### src/shabh_pkg.sv
package shabh_pkg;

	// Controller states.
	typedef enum logic [2:0] {
		ST_IDLE,
		ST_HASH,
		ST_PAD,
		ST_PADW,
		ST_LEN,
		ST_LENW,
		ST_OUT
	} state_t;

	// Commands from the controller to the datapath.
	typedef struct packed {
		logic append;
		logic pad;
		logic len;
		logic emit;
	} cmd_t;

	// Status from the datapath to the controller.
	typedef struct packed {
		logic full;
		logic pad_two;
		logic done;
		logic idx_last;
	} sts_t;

	localparam int unsigned BLOCK_BITS = 512;
	localparam int unsigned PAD_LIMIT = 448;
	localparam int unsigned ROUNDS = 64;

	localparam logic [31:0] IV [8] = '{
		32'h6a09e667, 32'hbb67ae85, 32'h3c6ef372, 32'ha54ff53a,
		32'h510e527f, 32'h9b05688c, 32'h1f83d9ab, 32'h5be0cd19
	};

	localparam logic [31:0] RK [64] = '{
		32'h428a2f98, 32'h71374491, 32'hb5c0fbcf, 32'he9b5dba5,
		32'h3956c25b, 32'h59f111f1, 32'h923f82a4, 32'hab1c5ed5,
		32'hd807aa98, 32'h12835b01, 32'h243185be, 32'h550c7dc3,
		32'h72be5d74, 32'h80deb1fe, 32'h9bdc06a7, 32'hc19bf174,
		32'he49b69c1, 32'hefbe4786, 32'h0fc19dc6, 32'h240ca1cc,
		32'h2de92c6f, 32'h4a7484aa, 32'h5cb0a9dc, 32'h76f988da,
		32'h983e5152, 32'ha831c66d, 32'hb00327c8, 32'hbf597fc7,
		32'hc6e00bf3, 32'hd5a79147, 32'h06ca6351, 32'h14292967,
		32'h27b70a85, 32'h2e1b2138, 32'h4d2c6dfc, 32'h53380d13,
		32'h650a7354, 32'h766a0abb, 32'h81c2c92e, 32'h92722c85,
		32'ha2bfe8a1, 32'ha81a664b, 32'hc24b8b70, 32'hc76c51a3,
		32'hd192e819, 32'hd6990624, 32'hf40e3585, 32'h106aa070,
		32'h19a4c116, 32'h1e376c08, 32'h2748774c, 32'h34b0bcb5,
		32'h391c0cb3, 32'h4ed8aa4a, 32'h5b9cca4f, 32'h682e6ff3,
		32'h748f82ee, 32'h78a5636f, 32'h84c87814, 32'h8cc70208,
		32'h90befffa, 32'ha4506ceb, 32'hbef9a3f7, 32'hc67178f2
	};

endpackage

### src/shabh_ctrl.sv
module shabh_ctrl (
	input  logic             clk,
	input  logic             arst_n,
	input  logic             in_valid,
	input  logic             last_item,
	input  logic             out_stall,
	input  shabh_pkg::sts_t  sts,
	output shabh_pkg::cmd_t  cmd,
	output logic             in_stall,
	output logic             out_valid
);
	import shabh_pkg::*;

	state_t state_q, state_d;
	logic   last_q;
	logic   in_acc;
	logic   out_acc;

	assign in_stall  = (state_q != ST_IDLE);
	assign out_valid = (state_q == ST_OUT);
	assign in_acc    = in_valid && !in_stall;
	assign out_acc   = out_valid && !out_stall;

	// State register and the pending end-of-message flag.
	always_ff @(posedge clk or negedge arst_n) begin
		if (!arst_n) begin
			state_q <= ST_IDLE;
			last_q  <= 1'b0;
		end else begin
			state_q <= state_d;
			if (in_acc) begin
				last_q <= last_item;
			end
		end
	end

	// Next state.
	always_comb begin
		state_d = state_q;
		unique case (state_q)
			ST_IDLE: begin
				if (in_acc) begin
					if (sts.full) state_d = ST_HASH;
					else if (last_item) state_d = ST_PAD;
				end
			end
			ST_HASH: begin
				if (sts.done) state_d = last_q ? ST_PAD : ST_IDLE;
			end
			ST_PAD:  state_d = sts.pad_two ? ST_PADW : ST_LENW;
			ST_PADW: begin
				if (sts.done) state_d = ST_LEN;
			end
			ST_LEN:  state_d = ST_LENW;
			ST_LENW: begin
				if (sts.done) state_d = ST_OUT;
			end
			ST_OUT: begin
				if (out_acc && sts.idx_last) state_d = ST_IDLE;
			end
			default: state_d = ST_IDLE;
		endcase
	end

	// Commands to the datapath.
	always_comb begin
		cmd.append = in_acc;
		cmd.pad    = (state_q == ST_PAD);
		cmd.len    = (state_q == ST_LEN);
		cmd.emit   = out_acc;
	end

endmodule

### config.mk
export PLATFORM = sky130hd
export DESIGN_NAME = shabh_ctrl
export DESIGN_NICKNAME = d
export VERILOG_FILES = /design/src/shabh_pkg.sv /design/src/shabh_ctrl.sv
export SDC_FILE = /design/constraint.sdc
export NUM_CORES = 1
export LEC_CHECK = 0
export BUFFER_PORTS_ARGS = -buffer_cell sky130_fd_sc_hd__buf_2
export CAP_MARGIN = 20
export CORE_AREA = 2 2 39 41
export CTS_CLUSTER_SIZE = 30
export DETAILED_ROUTE_END_ITERATION = 12
export DIE_AREA = 0 0 41 43
export SETUP_SLACK_MARGIN = 0.1
export SLEW_MARGIN = 10
export SYNTH_ARGS = -nofsm -noshare
export SYNTH_HDL_FRONTEND = slang
export SYNTH_SLANG_ARGS = --single-unit
### constraint.sdc
create_clock -name clk -period 1.9 [get_ports clk]
set_clock_uncertainty 0.15 [all_clocks]
set_input_delay 0.38 -clock clk [delete_from_list [all_inputs] [get_ports clk]]
set_output_delay 0.38 -clock clk [all_outputs]
set_load 0.03 [all_outputs]
==> metrics, run 1 <==
syn_area_per_cell=8.47 sq um; Final Hold Slack=0.222 ns; Clock Sinks=4; Ys Warns=0; Max-slew headroom=78.6%; Power Density=1610 mW/mm^2; core area=0.00138 sq mm; Synth area leader=dfrtp_1; top_reg_cell synth=dfrtp_1; CTS root buffer=clkbuf_4; cell area after synthesis=330 sq um; # diodes=0; CTS H-tree depth=1; Net count, final=67; via/cell ratio=4.65; TritonCTS clock tree=yes; static leakage=0.220 nW; Yosys top cell area share=30.3%; MaxCap Viol Count=0; final setup fails=0; top-count cell post-synth=dfrtp_1; CP endpoint kind=output port; number of synthesized flops with an enable pin=0; Routed wire per std cell=10.0 um; Required @ worst endpoint=1.37 ns; Cell Int Power=0.422 mW; Synth area leaders=dfrtp_1 (30%), buf_4 (6.8%), buf_6 (6.8%); total congestion overflow=0; Synth async-reset ratio=100%; Starting Density=23.9%; drt total wl=723 um; Die Y=43 um; initial antenna violation count=0; Max Fanout on Critical Path=7; sequential fraction of the synthesis area=30.3%; worst-margin pin slew=0.319 ns; first-pass GRT wire length=1040 um; fillers=157; arrival time at the worst endpoint=1.22 ns; clock power share=12.8%; post-layout minimum cycle time=1.75 ns; vias in the first global route=297; Yosys cell types=21; crit share post-route=91.9%; Final GP Congestion=0.711; IO buf count=14; num ports=15; final hold vios=0; via count=335; Switching Fraction=45.2%; path type of the worst setup path=flop to output port; DRT Pass-1 Iters=2; Die ar.=0.00176 sq mm; RSZ-0062 raised after global routing=yes; maximum root-to-sink buffer count=2; cell row count=14; dpl hpwl=547 um; Comb pwr share=57.9%; f_max=572 MHz; peak supply drop=0.509 mV; Final ANT Viol Nets=0; Clock Pin Slew Worst Setup and Hold Paths=0.04 ns; clock latency on the worst-skew pair=0.23 ns; R2R setup slack=0.23 ns; Hold Path Class=input pin to flop; layout cells sized above 1=53.6%; max-slew violations=0; Seq pwr share=29.3%; Die W=41 um; GRT Util Overall=8.87%; Psw=0.348 mW; post-synthesis net count=48; synthesized instance count=39; status=finished clean; # DRC=0; total chip power=0.770 mW; startpoint types=flop; Yosys reg bits=4; setup TNS=0 ns; Area growth, synth to finish=44.7%; DR iter-0 viols=2; largest net degree at the start of global routing=12; Final Core Density=34.5%; Num CTS Buffers=3
-- state kept, by name, indices dropped and copies added, names as in the netlist --
name,flops
state_q,3
last_q,1
-- timing repair --
item | CTS | global route
setup buffers | 3 | 1
hold buffers | 1 | 0
resized for setup | 6 | 5
endpoints found under the setup margin | 4 | 3
endpoints found under the hold margin | 4 | 0
pin swaps | 0 | 0
-- path summary, 6_finish.rpt --
path / start / end / depth (start not counted)
worst max-delay path: state_q[0]$_DFFE_PN0P_ / cmd[3] / 3
worst min-delay path: sts[1] / state_q[0]$_DFFE_PN0P_ / 2
worst max register to register: state_q[0]$_DFFE_PN0P_ / state_q[1]$_DFFE_PN0P_ / 6
worst min register to register: last_q$_DFFE_PN0P_ / last_q$_DFFE_PN0P_ / 1
max in group asynchronous: arst_n / state_q[1]$_DFFE_PN0P_ / 2
min in group asynchronous: arst_n / last_q$_DFFE_PN0P_ / 2
-- cell families after synthesis --
family,share of synthesized area (%)
AND/OR/NAND/NOR,26.1
AO/OA/AOI/OAI,23.1
multiplexers,3.41
flip-flops,30.3
buffers and inverters,17.0
-- area by class of cell --
| type | count | area [sq um] | share of cell area (%) |
|---|---|---|---|
| multi-input cells | 27 | 199 | 41.6 |
| repair buffers | 19 | 121 | 25.4 |
| flip-flops and latches | 4 | 104 | 21.7 |
| clock buffers | 3 | 22.5 | 4.71 |
| well taps | 16 | 20.0 | 4.19 |
| inverters | 3 | 11.3 | 2.36 |
-- power by group through the flow --
stage               logic (mW)  registers, mW  clock network (mW)
floorplan                0.388          0.151                   0
global placement         0.333          0.224                   0
detailed placement       0.334          0.225                   0
CTS                      0.411          0.226               0.105
global route             0.485          0.237               0.108
finish                   0.446          0.225              0.0986
-- routing by layer --
| layer | part of all wire, % | GRT usage, % |
|---|---|---|
| met1 | 39 | 8.14 |
| met3 | 6.4 | 1.57 |
| met4 | 0 | 6.00 |
| met5 | 0 | 0 |
| met2 | 54 | 15.9 |
-- layout by cell type, fill, tap and decap left out --
master	n
buf_2	11
buf_4	6
nand2_1	3
o21ai_0	3
a21oi_1	3
clkbuf_4	3
dfrtp_2	3
inv_1	2
and2_4	2
a211oi_1	2
inv_2	1
nor3_1	1
nor3b_2	1
nor3_4	1
nor3b_4	1
a21o_1	1
a31oi_1	1
mux2_1	1
a221oi_1	1
nor2_1	1
nor3b_1	1
or2_0	1
nor2b_1	1
and2_1	1
o41ai_1	1
dlygate4sd3_1	1
dfrtp_1	1
buf_6	1
-- stage by stage --
step	instances	setup slack [ns]	area [sq um]
floorplan	39	0.110	342
global placement	64	0.237	387
detailed placement	64	0.230	387
CTS	71	0.118	457
global route	72	0.0777	478
finish	72	0.153	478
-- critical path, stage by stage (launching register included) --
cell     delay, ns
dfrtp_2       0.46
nor3_4        0.21
and2_4        0.17
buf_4         0.15
(Power assumes the default switching activity.)
==> run 2, diff against run 1 <==
Settings changed: ABC_AREA set to 1.
==> run 2 against run 1 <==
- wire length is 8.7% higher
- area after synthesis rose by 28%
- non-clock buffer count down 3
- synthesized cell count rose by 59%
- sequential power shrank 16%
- via count rose by 20%
- design area increased by 8.9%
- sequential cell count unchanged
- final cell count grew 29%
- worst setup slack improved by 0.024 ns
- combinational power is 12% higher
- first-iteration DRC count increased to 8.0 times the previous value
- largest cell class unchanged
- largest power group unchanged
- highest routed layer unchanged
==> metrics, run 2 <==
Synth top cells by count=nand2_1 (14), nor2_1 (9), inv_1 (8); arrival time at the worst endpoint=1.19 ns (-0.03 ns); status=finished clean; Die ar.=0.00176 sq mm (unchanged); Synth area leader=dfrtp_1; final setup fails=0 (unchanged); Reg2Reg Depth=6 (unchanged); Yosys reg bits=4 (unchanged); Ys Warns=0 (unchanged); vias in the first global route=343 (+15%); drt total wl=786 um (+8.7%); via/cell ratio=4.32 (-7.1%); Final WS setup=0.177 ns (+0.0239 ns); top_reg_cell synth=dfrtp_1; # DRC=0 (unchanged); peak supply drop=0.751 mV (+48%); IO buf count=14 (unchanged); Die W=41 um (unchanged); largest net degree at the start of global routing=10 (-2); path type of the worst setup path=flop to output port; maximum root-to-sink buffer count=2 (unchanged); Setup Slack @ Placement=0.343 ns (+0.112 ns); Power Density=1520 mW/mm^2 (-5.6%); num ports=15 (unchanged); MaxCap Viol Count=0 (unchanged); final std cells w/o fill=93 (+29%); TritonCTS clock tree=yes; static leakage=0.314 nW (+43%); most frequent cells in the layout=nand2_1 (14), buf_2 (13), nor2_1 (9); commonest non-fill, non-tap cell in the layout=nand2_1; first-pass GRT wire length=1350 um (+30%); final hold vios=0 (unchanged); crit-path cells=nor2_4, nand2_4, nor2_4, buf_4; Area growth, synth to finish=23.1%; CP endpoint kind=output port; dpl hpwl=650 um (+19%); Largest regs=state_q: 3 flops, last_q: 1 flops; f_max=580 MHz (+1.4%); Worst Hold Depth=3 (+1); Clock Sinks=4 (unchanged); DR iter-0 viols=16 (+14); Starting Density=30.6% (+6.7 points); slowest CP cell=dfrtp_2; Final ANT Viol Nets=0 (unchanged); CP dominant cell by count=nor2_4; synthesized instance count=62 (+59%); Net count, final=88 (+31%); GRT Util Overall=11.1% (+2.2 points); clock latency on the worst-skew pair=0.23 ns (about the same); RSZ-0062 raised after global routing=no; Required @ worst endpoint=1.37 ns (about the same); R2R setup slack=0.61 ns (+0.38 ns); Routed wire per std cell=8.45 um (-16%); Die Y=43 um (unchanged); total congestion overflow=0 (unchanged); top-count cell post-synth=nand2_1; core area=0.00138 sq mm (unchanged); cell area after synthesis=423 sq um (+28%); Yosys top cell area share=23.7% (-6.6 points); layout cells sized above 1=41.6% (-12 points); via count=402 (+20%); cell row count=14 (unchanged); startpoint types=flop; initial antenna violation count=0 (unchanged); Max Fanout on Critical Path=6 (-1); post-synthesis net count=71 (+48%); DRT Pass-1 Iters=4 (+2); CTS root buffer=clkbuf_4; Hold Path Class=input pin to flop; max reg flops=3 (unchanged); Num CTS Buffers=3 (unchanged); # diodes=0 (unchanged); Synth async-reset ratio=100% (unchanged); worst-margin pin slew=0.189 ns (-0.130 ns); number of synthesized flops with an enable pin=0 (unchanged); post-layout minimum cycle time=1.72 ns (-0.0239 ns); Max-slew headroom=87.2% (+8.6 points); register with the most flip-flops=state_q; total chip power=0.791 mW (+2.8%); Final GP Congestion=0.845 (+19%); sequential fraction of the synthesis area=23.7% (-6.6 points); Yosys cell types=19 (-9.5%); setup TNS=0 ns (unchanged); crit share post-route=90.7% (-1.3 points); syn_area_per_cell=6.82 sq um (-19%); CTS H-tree depth=1 (unchanged); max-slew violations=0 (unchanged); cell count after placement=88 (+38%); Clock Pin Slew Worst Setup and Hold Paths=0.04 ns (about the same); delay of the slowest cell on the worst path=0.44 ns (-0.02 ns); Synth area leaders=dfrtp_1 (24%), nand2_1 (12%), nor2_1 (8.0%)
-- run 2: changes by cell type after synthesis, moves of 3 or more --
cell     change
a21oi_1      -3
inv_1        +5
inv_2        +4
nand2_1     +11
nand3_1      +4
nor2_1       +8
nor3b_1      -3
-- run 2: final cells by class --
type                       instances  area (sq um)
fill                             158           863
multi-input combinational         42           240
sequential                         4           103
timing repair buffer              16          90.1
inverter                          12          45.0
clock buffer                       3          22.5
tap                               16          20.0
-- run 2: power breakdown --
group          switching [mW]  internal [mW]  total (mW)
Clock                  0.0318         0.0705       0.102
Sequential             0.0589          0.131       0.190
Combinational           0.324          0.175       0.499
-- run 2: repair_timing --
action,4_1_cts,5_1_grt
gates cloned,0,0
hold endpoints to repair,4,0
pin swaps,0,1
hold buffers,1,0
setup endpoints to repair,1,4
setup buffers,0,1
resized for setup,1,3
-- run 2: metrics by stage --
stage / cell area (sq um) / utilization [%] / hold WS [ns]
6_report: 520 / 37.6 / 0.238
5_1_grt: 520 / 37.6 / 0.272
4_1_cts: 509 / 36.8 / 0.237
3_5_place_dp: 475 / 34.4 / 0.0379
3_3_place_gp: 475 / 34.4 / 0.0375
2_1_floorplan: 423 / - / -0.0656
-- run 2: critical path, delay by kind of cell, from the launching register on --
family | cells | cell delay, ns
AND/OR/NAND/NOR | 3 | 0.35
buffers and inverters | 1 | 0.16
flip-flops | 1 | 0.44
-- run 2: worst paths after layout --
check	startpoint	end
max	state_q[1]$_DFFE_PN0P_	cmd[3]
min	last_item	last_q$_DFFE_PN0P_
max reg2reg	state_q[1]$_DFFE_PN0P_	state_q[2]$_DFFE_PN0P_
min reg2reg	last_q$_DFFE_PN0P_	last_q$_DFFE_PN0P_
max in group asynchronous	arst_n	state_q[2]$_DFFE_PN0P_
min in group asynchronous	arst_n	state_q[1]$_DFFE_PN0P_
-- run 2: metal layers --
| metal | global-route usage [%] | share of wire (%) | up-vias |
|---|---|---|---|
| met5 | 0 | 0 | - |
| met4 | 2.00 | 0 | 0 |
| met3 | 4.71 | 7.0 | 0 |
| met2 | 16.9 | 51 | 14 |
| met1 | 14.3 | 42 | 171 |
| li1 | - | - | 217 |
-- run 2: cell families after synthesis --
kind of cell    share of synthesized area, %
compound gates                          6.81
buf+inv                                 19.5
flops                                   23.7
simple gates                            50.0
==> run 3, diff against run 2 <==
Settings changed: GPL_TIMING_DRIVEN set to 0, TNS_END_PERCENT set to 100.
==> run 3 against run 2 <==
- register-to-register slack got worse by 0.21 ns
- combinational power rose by 38%
- global-route usage rose by 1.4 points
- hold slack improved by 0.0074 ns
- first-iteration DRC count fell by 56%
- sequential cell count did not move
- count of clock-buffer cells in the layout did not move
- worst setup slack got worse by 0.051 ns
- wire length rose by 7.5%
- clock power rose by 6%
- design area rose by 17%
==> metrics, run 3 (same netlist as run 2, synthesis figures left out) <==
status=finished clean; final setup fails=0 (unchanged); CTS H-tree depth=1 (unchanged); via count=441 (+9.7%); Routed wire per std cell=8.37 um (-1.0%); cell row count=14 (unchanged); IO buf count=14 (unchanged); setup TNS=0 ns (unchanged); commonest non-fill, non-tap cell in the layout=nand2_1; slowest CP cell=dfrtp_2; Die ar.=0.00176 sq mm (unchanged); Final GP Congestion=0.812 (-3.9%); clock power share=11.3% (-1.6 points); arrival time at the worst endpoint=1.24 ns (+0.05 ns); post-layout minimum cycle time=1.77 ns (+0.0511 ns); max-slew violations=0 (unchanged); Setup Slack @ Placement=0.289 ns (-0.0539 ns); DR iter-0 viols=7 (-9); CP endpoint kind=output port; crit share post-route=93.4% (+2.7 points); worst-margin pin slew=0.197 ns (+0.00744 ns); total congestion overflow=0 (unchanged); placed cell areas=513 sq um (+7.9%); Hold Path Class=input pin to flop; core area=0.00138 sq mm (unchanged); largest net degree at the start of global routing=9 (-1); Max Fanout on Critical Path=4 (-2); final instance area=611 sq um (+17%); Final ANT Viol Nets=0 (unchanged); DRT Pass-1 Iters=4 (unchanged); # DRC=0 (unchanged); maximum root-to-sink buffer count=2 (unchanged); Largest delay share family, worst path=flip-flops; TritonCTS clock tree=yes; Setup crit start=state_q[0]$_DFFE_PN0P_; Largest regs=state_q: 3 flops, last_q: 1 flops; Required @ worst endpoint=1.37 ns (about the same); Cell Int Power=0.504 mW (+34%); most frequent cells in the layout=nand2_1 (14), buf_2 (10), nor2_1 (9); CTS root buffer=clkbuf_4; cell count after placement=92 (+4.5%); register with the most flip-flops=state_q; f_max=564 MHz (-2.9%); crit-path cells=nor2_4, nand2_4, nor2_4, buf_6, buf_6; layout cells sized above 1=45.9% (+4.3 points); Power Density=1570 mW/mm^2 (+3.0%); GRT Util Overall=12.5% (+1.4 points); num ports=15 (unchanged); Die W=41 um (unchanged); Area growth, synth to finish=44.4%; Num CTS Buffers=3 (unchanged); final std cells w/o fill=101 (+8.6%); Psw=0.453 mW (+9.2%); Clock Pin Slew Worst Setup and Hold Paths=0.04 ns (about the same); path type of the worst setup path=flop to output port; Die Y=43 um (unchanged); Final WS setup=0.126 ns (-0.0511 ns); MaxCap Viol Count=0 (unchanged); final hold vios=0 (unchanged); Max-slew headroom=86.7% (-0.50 points); Net count, final=96 (+9.1%); first-pass GRT wire length=1450 um (+7.7%); RSZ-0062 raised after global routing=yes; Clock Sinks=4 (unchanged); static leakage=0.361 nW (+15%); # diodes=0 (unchanged); startpoint types=flop; R2R Path Start=state_q[0]$_DFFE_PN0P_; Final Hold Slack=0.246 ns (+0.00741 ns); drt total wl=845 um (+7.5%); initial antenna violation count=0 (unchanged); via/cell ratio=4.37 (+1.0%); Seq pwr share=16.8% (-7.2 points); Switching Fraction=47.3% (-5.1 points); Comb pwr share=71.8% (+8.7 points); peak supply drop=0.754 mV (+0.36%); CP bufs+invs=2 (+1); max reg flops=3 (unchanged); dpl hpwl=647 um (-0.60%); Starting Density=30.6% (unchanged); clock latency on the worst-skew pair=0.24 ns (about the same); hold_sp=last_item; vias in the first global route=391 (+14%); delay of the slowest cell on the worst path=0.44 ns (about the same)
==> run 3: cell types whose count changed in the layout (fill, tap and decap cells not counted), sizes merged <==
cell    before  now
buf         15   22
clkbuf       3    4
==> run 3: routing by layer <==
metal | vias up | wire (um) | global-route usage (%)
li1 | 235 | - | -
met1 | 190 | 352 | 14.6
met2 | 13 | 421 | 19.1
met3 | 3 | 52 | 3.14
met4 | 0 | 19 | 8.00
met5 | - | 0 | 0
==> run 3: final timing paths <==
kind,depth (start not counted),slack [ns],end
worst min register to register,2,0.37,last_q$_DFFE_PN0P_
worst max register to register,8,0.40,state_q[2]$_DFFE_PN0P_
worst min-delay path,3,0.25,last_q$_DFFE_PN0P_
min in group asynchronous,2,0.33,last_q$_DFFE_PN0P_
max in group asynchronous,2,1.14,state_q[0]$_DFFE_PN0P_
worst max-delay path,5,0.13,cmd[3]
==> run 3: stage by stage <==
stage | total power [mW] | util, %
after floorplan | 0.613 | -
after global placement | 0.723 | 37.1
after detailed placement | 0.723 | 37.1
after CTS | 0.903 | 41.7
after global routing | 1.05 | 44.1
final | 0.957 | 44.1
==> run 3: area by class of cell <==
class | count | area [sq um]
fillers | 146 | 773
multi-input cells | 42 | 240
repair buffers | 20 | 135
flip-flops and latches | 4 | 101
inverters | 12 | 50.0
plain buffers | 4 | 41.3
clock buffers | 3 | 22.5
well taps | 16 | 20.0
==> run 3: repair_timing <==
action | CTS | global route
buffers inserted | 3 | 2
pin swaps | 2 | 4
resized for setup | 3 | 8
hold endpoints to repair | 4 | 0
setup endpoints to repair | 2 | 5
cloned | 0 | 0
hold buffers | 1 | 0
==> run 3: worst reg2reg max path: cells and delay by family, from the launching register on <==
family,cells,cell delay [ns]
and+or+nand+nor,6,0.54
DFF,1,0.44
buffers and inverters,2,0.26
==> run 3: power groups by stage <==
stage               combinational [mW]  sequential [mW]  clock [mW]
floorplan                        0.461            0.152           0
global placement                 0.568            0.155           0
detailed placement               0.567            0.156           0
CTS                              0.634            0.155       0.114
global route                     0.754            0.168       0.126
finish                           0.687            0.161       0.108
